$ cat src/kfm_pkg.sv
// shared types and constants for the kmp first match finder
`default_nettype none

package kfm_pkg;

   // payload widths
   localparam int BYTE_W = 8;
   localparam int POS_W  = 16;

   // command codes
   localparam logic CMD_PATTERN = 1'b0;
   localparam logic CMD_TEXT    = 1'b1;

   // sequencer states
   typedef enum logic [2:0] {
      ST_IDLE = 3'b001,
      ST_CMP  = 3'b010,
      ST_EMIT = 3'b100
   } state_type;

endpackage

`default_nettype wire

$ cat src/kfm_if.sv
// handshake channels for request and response items
`default_nettype none

interface kfm_req_if;
   import kfm_pkg::*;

   logic              valid;
   logic              ready;
   logic              command;
   logic [BYTE_W-1:0] byte_value;
   logic              last_flag;

   modport source (output valid, command, byte_value, last_flag, input ready);
   modport sink   (input valid, command, byte_value, last_flag, output ready);
endinterface

interface kfm_rsp_if;
   import kfm_pkg::*;

   logic             valid;
   logic             ready;
   logic             found;
   logic [POS_W-1:0] match_position;

   modport source (output valid, found, match_position, input ready);
   modport sink   (input valid, found, match_position, output ready);
endinterface

`default_nettype wire

$ cat src/kmp_first_match_finder_unit.sv
// kmp first match finder: online failure table build and first match search
//
// Pattern bytes (command 0) are stored and their failure links built as they
// arrive; any pattern byte restarts the search. Text bytes (command 1) are then
// searched; at the first full match one item with found=1 and the start index is
// sent, else one item with found=0 after the text byte carrying last_flag. An
// empty pattern matches at position 0. One shared compare step reads the
// pattern and failure memories at one address per cycle. A byte needs either no
// compare step or one plus one per failure-link fallback, and no new byte is
// accepted until it is done. A byte that produces a result then loads the
// output register, which stalls while an earlier result waits.
`default_nettype none

module kmp_first_match_finder_unit #(
   parameter int PATTERN_MAX = 128,
   parameter int TEXT_MAX    = 65536
) (
   input  wire        clock,
   input  wire        reset,
   kfm_req_if.sink    req_chan,
   kfm_rsp_if.source  rsp_chan
);
   import kfm_pkg::*;

   localparam int PW = (PATTERN_MAX > 1) ? $clog2(PATTERN_MAX) : 1;
   localparam int LW = $clog2(PATTERN_MAX + 1);
   localparam int TW = $clog2(TEXT_MAX + 1);
   localparam int SW0 = (TW > LW) ? TW : LW;
   localparam int SW = (SW0 > POS_W) ? SW0 : POS_W;

   // memories: pattern bytes and failure links ({negative, index})
   logic [BYTE_W-1:0] pat_mem  [PATTERN_MAX];
   logic [PW:0]       fail_mem [PATTERN_MAX];

   state_type         state_ff, state_in;
   logic [LW-1:0]     len_ff, len_in;
   logic              loading_ff, loading_in;
   logic              bpi_neg_ff, bpi_neg_in;
   logic [PW-1:0]     bpi_ff, bpi_in;
   logic [BYTE_W-1:0] prev_ff, prev_in;
   logic [PW-1:0]     matched_ff, matched_in;
   logic [TW-1:0]     pos_ff, pos_in;
   logic              done_ff, done_in;
   logic [PW-1:0]     k_ff, k_in;
   logic [BYTE_W-1:0] cmp_ff, cmp_in;
   logic              text_mode_ff, text_mode_in;
   logic              last_ff, last_in;
   logic [PW-1:0]     wj_ff, wj_in;
   logic              res_found_ff, res_found_in;
   logic [POS_W-1:0]  res_pos_ff, res_pos_in;
   logic              rsp_valid_ff, rsp_valid_in;
   logic              rsp_found_ff, rsp_found_in;
   logic [POS_W-1:0]  rsp_pos_ff, rsp_pos_in;

   logic [BYTE_W-1:0] pat_rd_ff;
   logic [PW:0]       fail_rd_ff;

   // memory port controls
   logic              rd_en;
   logic [PW-1:0]     rd_addr;
   logic              pw_en;
   logic [PW-1:0]     pw_addr;
   logic              fw_en;
   logic [PW-1:0]     fw_addr;
   logic [PW:0]       fw_data;

   // helpers
   logic              accept;
   logic [LW-1:0]     len_eff;
   logic              bpi_neg_eff;
   logic              hit;
   logic [LW-1:0]     fin;
   logic [SW-1:0]     start_pos;
   logic              emit;

   assign accept          = req_chan.valid && req_chan.ready;
   assign req_chan.ready  = (state_ff == ST_IDLE);
   assign rsp_chan.valid  = rsp_valid_ff;
   assign rsp_chan.found  = rsp_found_ff;
   assign rsp_chan.match_position = rsp_pos_ff;

   assign len_eff     = loading_ff ? len_ff : '0;
   assign bpi_neg_eff = loading_ff ? bpi_neg_ff : 1'b1;
   assign hit         = (pat_rd_ff == cmp_ff);
   assign fin         = hit ? (LW'(k_ff) + LW'(1)) : '0;
   assign start_pos   = SW'(pos_ff) - SW'(len_ff);

   // sequencer next state
   always_comb begin
      state_in     = state_ff;
      len_in       = len_ff;
      loading_in   = loading_ff;
      bpi_neg_in   = bpi_neg_ff;
      bpi_in       = bpi_ff;
      prev_in      = prev_ff;
      matched_in   = matched_ff;
      pos_in       = pos_ff;
      done_in      = done_ff;
      k_in         = k_ff;
      cmp_in       = cmp_ff;
      text_mode_in = text_mode_ff;
      last_in      = last_ff;
      wj_in        = wj_ff;
      res_found_in = res_found_ff;
      res_pos_in   = res_pos_ff;
      rsp_valid_in = rsp_valid_ff && !rsp_chan.ready;
      rsp_found_in = rsp_found_ff;
      rsp_pos_in   = rsp_pos_ff;
      rd_en        = 1'b0;
      rd_addr      = '0;
      pw_en        = 1'b0;
      pw_addr      = len_eff[PW-1:0];
      fw_en        = 1'b0;
      fw_addr      = wj_ff;
      fw_data      = '0;
      emit         = 1'b0;

      unique case (state_ff)
         ST_IDLE: begin
            if (accept) begin
               last_in = req_chan.last_flag;
               if (req_chan.command == CMD_PATTERN) begin
                  // pattern byte: store, build link, restart search
                  loading_in = !req_chan.last_flag;
                  matched_in = '0;
                  pos_in     = '0;
                  done_in    = 1'b0;
                  len_in     = len_eff;
                  bpi_neg_in = bpi_neg_eff;
                  if (len_eff < LW'(PATTERN_MAX)) begin
                     pw_en   = 1'b1;
                     prev_in = req_chan.byte_value;
                     len_in  = len_eff + LW'(1);
                     wj_in   = len_eff[PW-1:0];
                     if (len_eff == '0) begin
                        fw_en      = 1'b1;
                        fw_addr    = '0;
                        fw_data    = {1'b1, {PW{1'b0}}};
                        bpi_neg_in = 1'b1;
                     end else if (bpi_neg_eff) begin
                        fw_en      = 1'b1;
                        fw_addr    = len_eff[PW-1:0];
                        fw_data    = '0;
                        bpi_neg_in = 1'b0;
                        bpi_in     = '0;
                     end else begin
                        rd_en        = 1'b1;
                        rd_addr      = bpi_ff;
                        k_in         = bpi_ff;
                        cmp_in       = prev_ff;
                        text_mode_in = 1'b0;
                        state_in     = ST_CMP;
                     end
                  end
               end else begin
                  // text byte
                  loading_in = 1'b0;
                  if (!done_ff && (pos_ff < TW'(TEXT_MAX))) begin
                     pos_in = pos_ff + TW'(1);
                     if (len_ff == '0) begin
                        res_found_in = 1'b1;
                        res_pos_in   = '0;
                        emit         = 1'b1;
                        done_in      = 1'b1;
                        if (req_chan.last_flag) begin
                           matched_in = '0;
                           pos_in     = '0;
                           done_in    = 1'b0;
                        end
                        state_in = ST_EMIT;
                     end else begin
                        rd_en        = 1'b1;
                        rd_addr      = matched_ff;
                        k_in         = matched_ff;
                        cmp_in       = req_chan.byte_value;
                        text_mode_in = 1'b1;
                        state_in     = ST_CMP;
                     end
                  end else if (req_chan.last_flag) begin
                     if (!done_ff) begin
                        res_found_in = 1'b0;
                        res_pos_in   = '0;
                        state_in     = ST_EMIT;
                     end
                     matched_in = '0;
                     pos_in     = '0;
                     done_in    = 1'b0;
                  end
               end
            end
         end

         ST_CMP: begin
            if (!hit && !fail_rd_ff[PW]) begin
               // fall back along the failure link
               rd_en    = 1'b1;
               rd_addr  = fail_rd_ff[PW-1:0];
               k_in     = fail_rd_ff[PW-1:0];
            end else if (!text_mode_ff) begin
               // finish failure link of the new pattern byte
               fw_en      = 1'b1;
               fw_addr    = wj_ff;
               fw_data    = {1'b0, fin[PW-1:0]};
               bpi_neg_in = 1'b0;
               bpi_in     = fin[PW-1:0];
               state_in   = ST_IDLE;
            end else begin
               // finish text byte
               state_in = ST_IDLE;
               if (fin == len_ff) begin
                  res_found_in = 1'b1;
                  res_pos_in   = start_pos[POS_W-1:0];
                  emit         = 1'b1;
                  done_in      = 1'b1;
                  matched_in   = '0;
                  state_in     = ST_EMIT;
               end else begin
                  matched_in = fin[PW-1:0];
               end
               if (last_ff) begin
                  if (!emit) begin
                     res_found_in = 1'b0;
                     res_pos_in   = '0;
                     state_in     = ST_EMIT;
                  end
                  matched_in = '0;
                  pos_in     = '0;
                  done_in    = 1'b0;
               end
            end
         end

         ST_EMIT: begin
            // load the output register once it is free
            if (!rsp_valid_ff || rsp_chan.ready) begin
               rsp_valid_in = 1'b1;
               rsp_found_in = res_found_ff;
               rsp_pos_in   = res_pos_ff;
               state_in     = ST_IDLE;
            end
         end

         default: begin
            state_in = ST_IDLE;
         end
      endcase
   end

   // control registers
   always_ff @(posedge clock) begin
      if (reset) begin
         state_ff     <= ST_IDLE;
         len_ff       <= '0;
         loading_ff   <= 1'b0;
         bpi_neg_ff   <= 1'b1;
         bpi_ff       <= '0;
         matched_ff   <= '0;
         pos_ff       <= '0;
         done_ff      <= 1'b0;
         rsp_valid_ff <= 1'b0;
      end else begin
         state_ff     <= state_in;
         len_ff       <= len_in;
         loading_ff   <= loading_in;
         bpi_neg_ff   <= bpi_neg_in;
         bpi_ff       <= bpi_in;
         matched_ff   <= matched_in;
         pos_ff       <= pos_in;
         done_ff      <= done_in;
         rsp_valid_ff <= rsp_valid_in;
      end
   end

   // payload registers
   always_ff @(posedge clock) begin
      prev_ff      <= prev_in;
      k_ff         <= k_in;
      cmp_ff       <= cmp_in;
      text_mode_ff <= text_mode_in;
      last_ff      <= last_in;
      wj_ff        <= wj_in;
      res_found_ff <= res_found_in;
      res_pos_ff   <= res_pos_in;
      rsp_found_ff <= rsp_found_in;
      rsp_pos_ff   <= rsp_pos_in;
   end

   // pattern memory
   always_ff @(posedge clock) begin
      if (pw_en) begin
         pat_mem[pw_addr] <= req_chan.byte_value;
      end
      if (rd_en) begin
         pat_rd_ff <= pat_mem[rd_addr];
      end
   end

   // failure link memory
   always_ff @(posedge clock) begin
      if (fw_en) begin
         fail_mem[fw_addr] <= fw_data;
      end
      if (rd_en) begin
         fail_rd_ff <= fail_mem[rd_addr];
      end
   end

endmodule

`default_nettype wire

$ cat src/flat_wrapper.sv
// flat-port wrapper written by rule: the top's interface ports become plain ports
module kmp_first_match_finder_unit_flat import kfm_pkg::*;
#(
   parameter int PATTERN_MAX = 128,
   parameter int TEXT_MAX    = 65536
)
  (clock, reset, req_chan_valid, req_chan_command, req_chan_byte_value, req_chan_last_flag, req_chan_ready, rsp_chan_valid, rsp_chan_found, rsp_chan_match_position, rsp_chan_ready);
  kfm_req_if req_chan_i ();
  kfm_rsp_if rsp_chan_i ();
  input  wire clock;
  input  wire reset;
  input wire logic [$bits(req_chan_i.valid)-1:0] req_chan_valid;
  input wire logic [$bits(req_chan_i.command)-1:0] req_chan_command;
  input wire logic [$bits(req_chan_i.byte_value)-1:0] req_chan_byte_value;
  input wire logic [$bits(req_chan_i.last_flag)-1:0] req_chan_last_flag;
  output wire logic [$bits(req_chan_i.ready)-1:0] req_chan_ready;
  output wire logic [$bits(rsp_chan_i.valid)-1:0] rsp_chan_valid;
  output wire logic [$bits(rsp_chan_i.found)-1:0] rsp_chan_found;
  output wire logic [$bits(rsp_chan_i.match_position)-1:0] rsp_chan_match_position;
  input wire logic [$bits(rsp_chan_i.ready)-1:0] rsp_chan_ready;
  assign req_chan_i.valid = req_chan_valid;
  assign req_chan_i.command = req_chan_command;
  assign req_chan_i.byte_value = req_chan_byte_value;
  assign req_chan_i.last_flag = req_chan_last_flag;
  assign req_chan_ready = req_chan_i.ready;
  assign rsp_chan_valid = rsp_chan_i.valid;
  assign rsp_chan_found = rsp_chan_i.found;
  assign rsp_chan_match_position = rsp_chan_i.match_position;
  assign rsp_chan_i.ready = rsp_chan_ready;
  kmp_first_match_finder_unit #(.PATTERN_MAX(PATTERN_MAX), .TEXT_MAX(TEXT_MAX)) u_core (.clock(clock), .reset(reset), .req_chan(req_chan_i), .rsp_chan(rsp_chan_i));
endmodule
$ cat config.mk
export PLATFORM = sky130hd
export DESIGN_NAME = kmp_first_match_finder_unit_flat
export DESIGN_NICKNAME = d
export VERILOG_FILES = /design/src/kfm_pkg.sv /design/src/kfm_if.sv /design/src/kmp_first_match_finder_unit.sv /design/src/flat_wrapper.sv
export SDC_FILE = /design/constraint.sdc
export NUM_CORES = 2
export LEC_CHECK = 0
export ABC_AREA = 1
export BUFFER_PORTS_ARGS = -buffer_cell sky130_fd_sc_hd__buf_2
export CORE_AREA = 2 2 421 423
export DETAILED_ROUTE_END_ITERATION = 7
export DIE_AREA = 0 0 423 425
export PLACE_DENSITY = 0.74
export SYNTH_ARGS = -nofsm -noshare
export SYNTH_HDL_FRONTEND = slang
export SYNTH_SLANG_ARGS = --single-unit
$ cat constraint.sdc
create_clock -name clock -period 7.58 [get_ports clock]
set_input_delay 1.137 -clock clock [delete_from_list [all_inputs] [get_ports clock]]
set_output_delay 1.137 -clock clock [all_outputs]
set_load 0.005 [all_outputs]
==> flow_summary.json <==
{
  "core-area_um2": 175300,
  "synth_largest_area_cell": "edfxtp_1",
  "tns_ns": 0,
  "cts_resized": 0,
  "layout_common_cells": "nand3_1 (2157), edfxtp_1 (2130), nand2_1 (1568)",
  "fin_nets": 8974,
  "grt_pass1_wl_um": 378300,
  "avgSynthCellArea_um2": 10.63,
  "cp.arrival_ns": 6.07,
  "ys_seq_area_share_pct": 66.43,
  "layout_commonest_cell": "nand3_1",
  "postSynthNetCount": 9215,
  "power.density_nw_per_um2": 254.6,
  "pin_count": 33,
  "fin_crit_sh_pct": 70.89,
  "crit_fanout": 91,
  "dr.pass1.iters": 8,
  "skew_ns": 0.03318,
  "finalSetupViolCount": 0,
  "fp-row-count": 154,
  "grt_max_degree": 232,
  "drive_gt1_share_pct": 4.997,
  "cts_tree": "yes",
  "portBuffers": 32,
  "min_period_ns": 5.373,
  "clk_pin_slew_ns": 0.06,
  "run_status": "complete, but fails checks",
  "antenna_found_initial": 2,
  "ant_nets": 0,
  "yosysTopAreaCellShare_pct": 65.49,
  "seq_area_um2": 64880,
  "synth_seq_cells": 2176,
  "track_usage_pct": 27.31,
  "layout_setup_ws_ns": 2.207,
  "clkLatencyLatePin_ns": 0.85,
  "max_freq_ghz": 0.1861,
  "power.total_uw": 26910,
  "wl_per_cell_um": 21.73,
  "hpwl_um": 135500,
  "yosysWarnings": 0,
  "start_util_pct": 55.70,
  "tightest_slew_ns": 1.411,
  "failed_checks": "DRC",
  "crit_path_end_kind": "flip-flop",
  "gp_congestion": 0.9008,
  "synth_area_leaders": "edfxtp_1 (65%), nand3_1 (11%), nand2_1 (6.0%), inv_1 (5.5%), nand3b_1 (5.2%)",
  "hp-class": "flip-flop to flip-flop",
  "die-area_um2": 179800,
  "hold_viol_final": 0,
  "die-height_um": 425,
  "post_cts_buffers": 0,
  "cts_sinks": 2176,
  "synthArstFlopShare_pct": 0,
  "synthFlopType": "edfxtp_1",
  "netlist_area_um2": 97670,
  "cap_violations": 0,
  "max-vdd-ir-drop_mv": 0.2882,
  "synth_edf_count": 2130,
  "cts_buffers": 205,
  "synth_cells": 9188,
  "drtIter0Drc": 8899,
  "cts_root_buf": "clkbuf_16",
  "leakage_uw": 0.04057,
  "grt_pass1_vias": 63780,
  "rsz0062_at_grt": "false",
  "drt_wl_total_um": 248700,
  "utilization_pct": 60.26,
  "worst-endpoint-required_ns": 8.28,
  "synth_cell_types": 51,
  "place_ws_ns": 1.909,
  "gr-total-overflow": 0,
  "num-fill-cells": 13720,
  "clockBufferDepth": 3,
  "path_class": "flip-flop to flip-flop",
  "via_count": 66690,
  "cts_hold_buf": 0,
  "slew_headroom_pct": 5.907,
  "vias_per_cell": 5.826,
  "drv_slew": 0,
  "area_growth_pct": 8.192,
  "start_kind": "flip-flop",
  "drc": 6,
  "fp.dieW_um": 423,
  "ctsHtreeMaxLevel": 4,
  "multi_input_area_um2": 24820
}
==> worst max-delay path, stage by stage (launching register included) <==
cell and delay (ns):
dfxtp_1 0.66, nand2_1 0.32, ha_1 0.29, nand2_1 0.08
nor2_2 0.05, nand2_2 0.20, nand3_1 0.11, nand2_1 0.08
nand2_1 0.15, nand2_8 0.64, buf_4 0.65, buf_4 0.78
nand3_1 0.15, nand3_1 0.15, nand3_1 0.17, nand3_1 0.23
nand3_1 0.15, nand2_1 0.16, nand2_1 0.07, nand2_1 0.09
==> kinds of logic (layout without fill, tap and decap cells) <==
logic type | after synthesis | count (layout) | synth area share (%)
fa+ha+maj | 13 | 13 | 0.1742
flops | 2176 | 2176 | 66.43
simple gates | 4805 | 4805 | 24.09
compound gates | 144 | 144 | 0.8430
other cells | 0 | 1 | 0
buf+inv | 2032 | 1949 | 8.305
xor+xnor | 18 | 18 | 0.1614
==> worst paths after layout <==
kind                             start                           endpoint  slack, ns  cells past startpoint
setup reg to reg     u_core.loading_ff                u_core.pat_rd_ff[4]       2.21                     19
hold reg to reg   u_core.res_pos_ff[9]  u_core.rsp_chan.match_position[9]       0.45                      0
hold / removal    u_core.res_pos_ff[9]  u_core.rsp_chan.match_position[9]       0.45                      0
setup / recovery     u_core.loading_ff                u_core.pat_rd_ff[4]       2.21                     19
==> cell usage after synthesis, types with 4 or more instances <==
master    number
inv_1       1442
or2_2          8
a21oi_1       62
dfxtp_1       46
buf_6          4
nand3_2        4
xnor2_1        5
o22ai_1        4
o21ai_0       41
nor3_1        14
nand3_1     2160
nor2_2         4
nor2_1       328
a31oi_1        5
edfxtp_1    2130
nor4_1         7
clkbuf_1     184
o21ai_1        7
a22oi_1        5
ha_1          12
inv_2         14
nand3b_1     677
xor2_1        13
nand4_1       22
buf_2        338
buf_1         38
nand2_1     1568
buf_4          8
nand2_2        4
==> where the power goes <==
group / internal [uW] / switching (uW)
Clock: 5650 / 4350
Sequential: 13500 / 156
Combinational: 811 / 2470
==> per-stage QoR <==
stage	instances	hold WS, ns	area (um^2)
after floorplan	9188	0.4271	97670
after global placement	11080	0.4410	99270
after detailed placement	11080	0.4338	99270
after CTS	11450	0.4487	105700
after global routing	11450	0.4656	105700
final	11450	0.4466	105700
==> cell type report <==
type	instances	area share (%)
Sequential cell	2176	61.40
Tap cell	2340	2.771
Inverter	1460	5.221
Clock inverter	94	0.8359
Multi-Input combinational cell	4980	23.49
Antenna cell	1	0.002368
Clock buffer	271	5.218
Timing Repair Buffer	124	1.061
==> registers in the layout, indices dropped and copies added (netlist names), 3 cells and up <==
| signal | count |
|---|---|
| u_core.pat_mem | 1024 |
| u_core.state_ff | 3 |
| u_core.k_ff | 7 |
| u_core.rsp_chan.match_position | 16 |
| u_core.prev_ff | 8 |
| u_core.fail_rd_ff | 8 |
| u_core.bpi_ff | 7 |
| u_core.len_ff | 8 |
| u_core.pat_rd_ff | 8 |
| u_core.pos_ff | 17 |
| u_core.res_pos_ff | 16 |
| u_core.cmp_ff | 8 |
| u_core.matched_ff | 7 |
| u_core.wj_ff | 7 |
| u_core.fail_mem | 1024 |
==> routing by layer <==
| layer | GRT usage (%) | vias to the layer above | wire length (um) |
|---|---|---|---|
| li1 | - | 30610 | - |
| met1 | 36.53 | 31950 | 96260 |
| met2 | 44.52 | 3508 | 117800 |
| met5 | 0 | - | 7 |
| met3 | 4.430 | 617 | 23590 |
| met4 | 11.75 | 2 | 11090 |
Note: power is estimated with default switching activity, not from simulation.
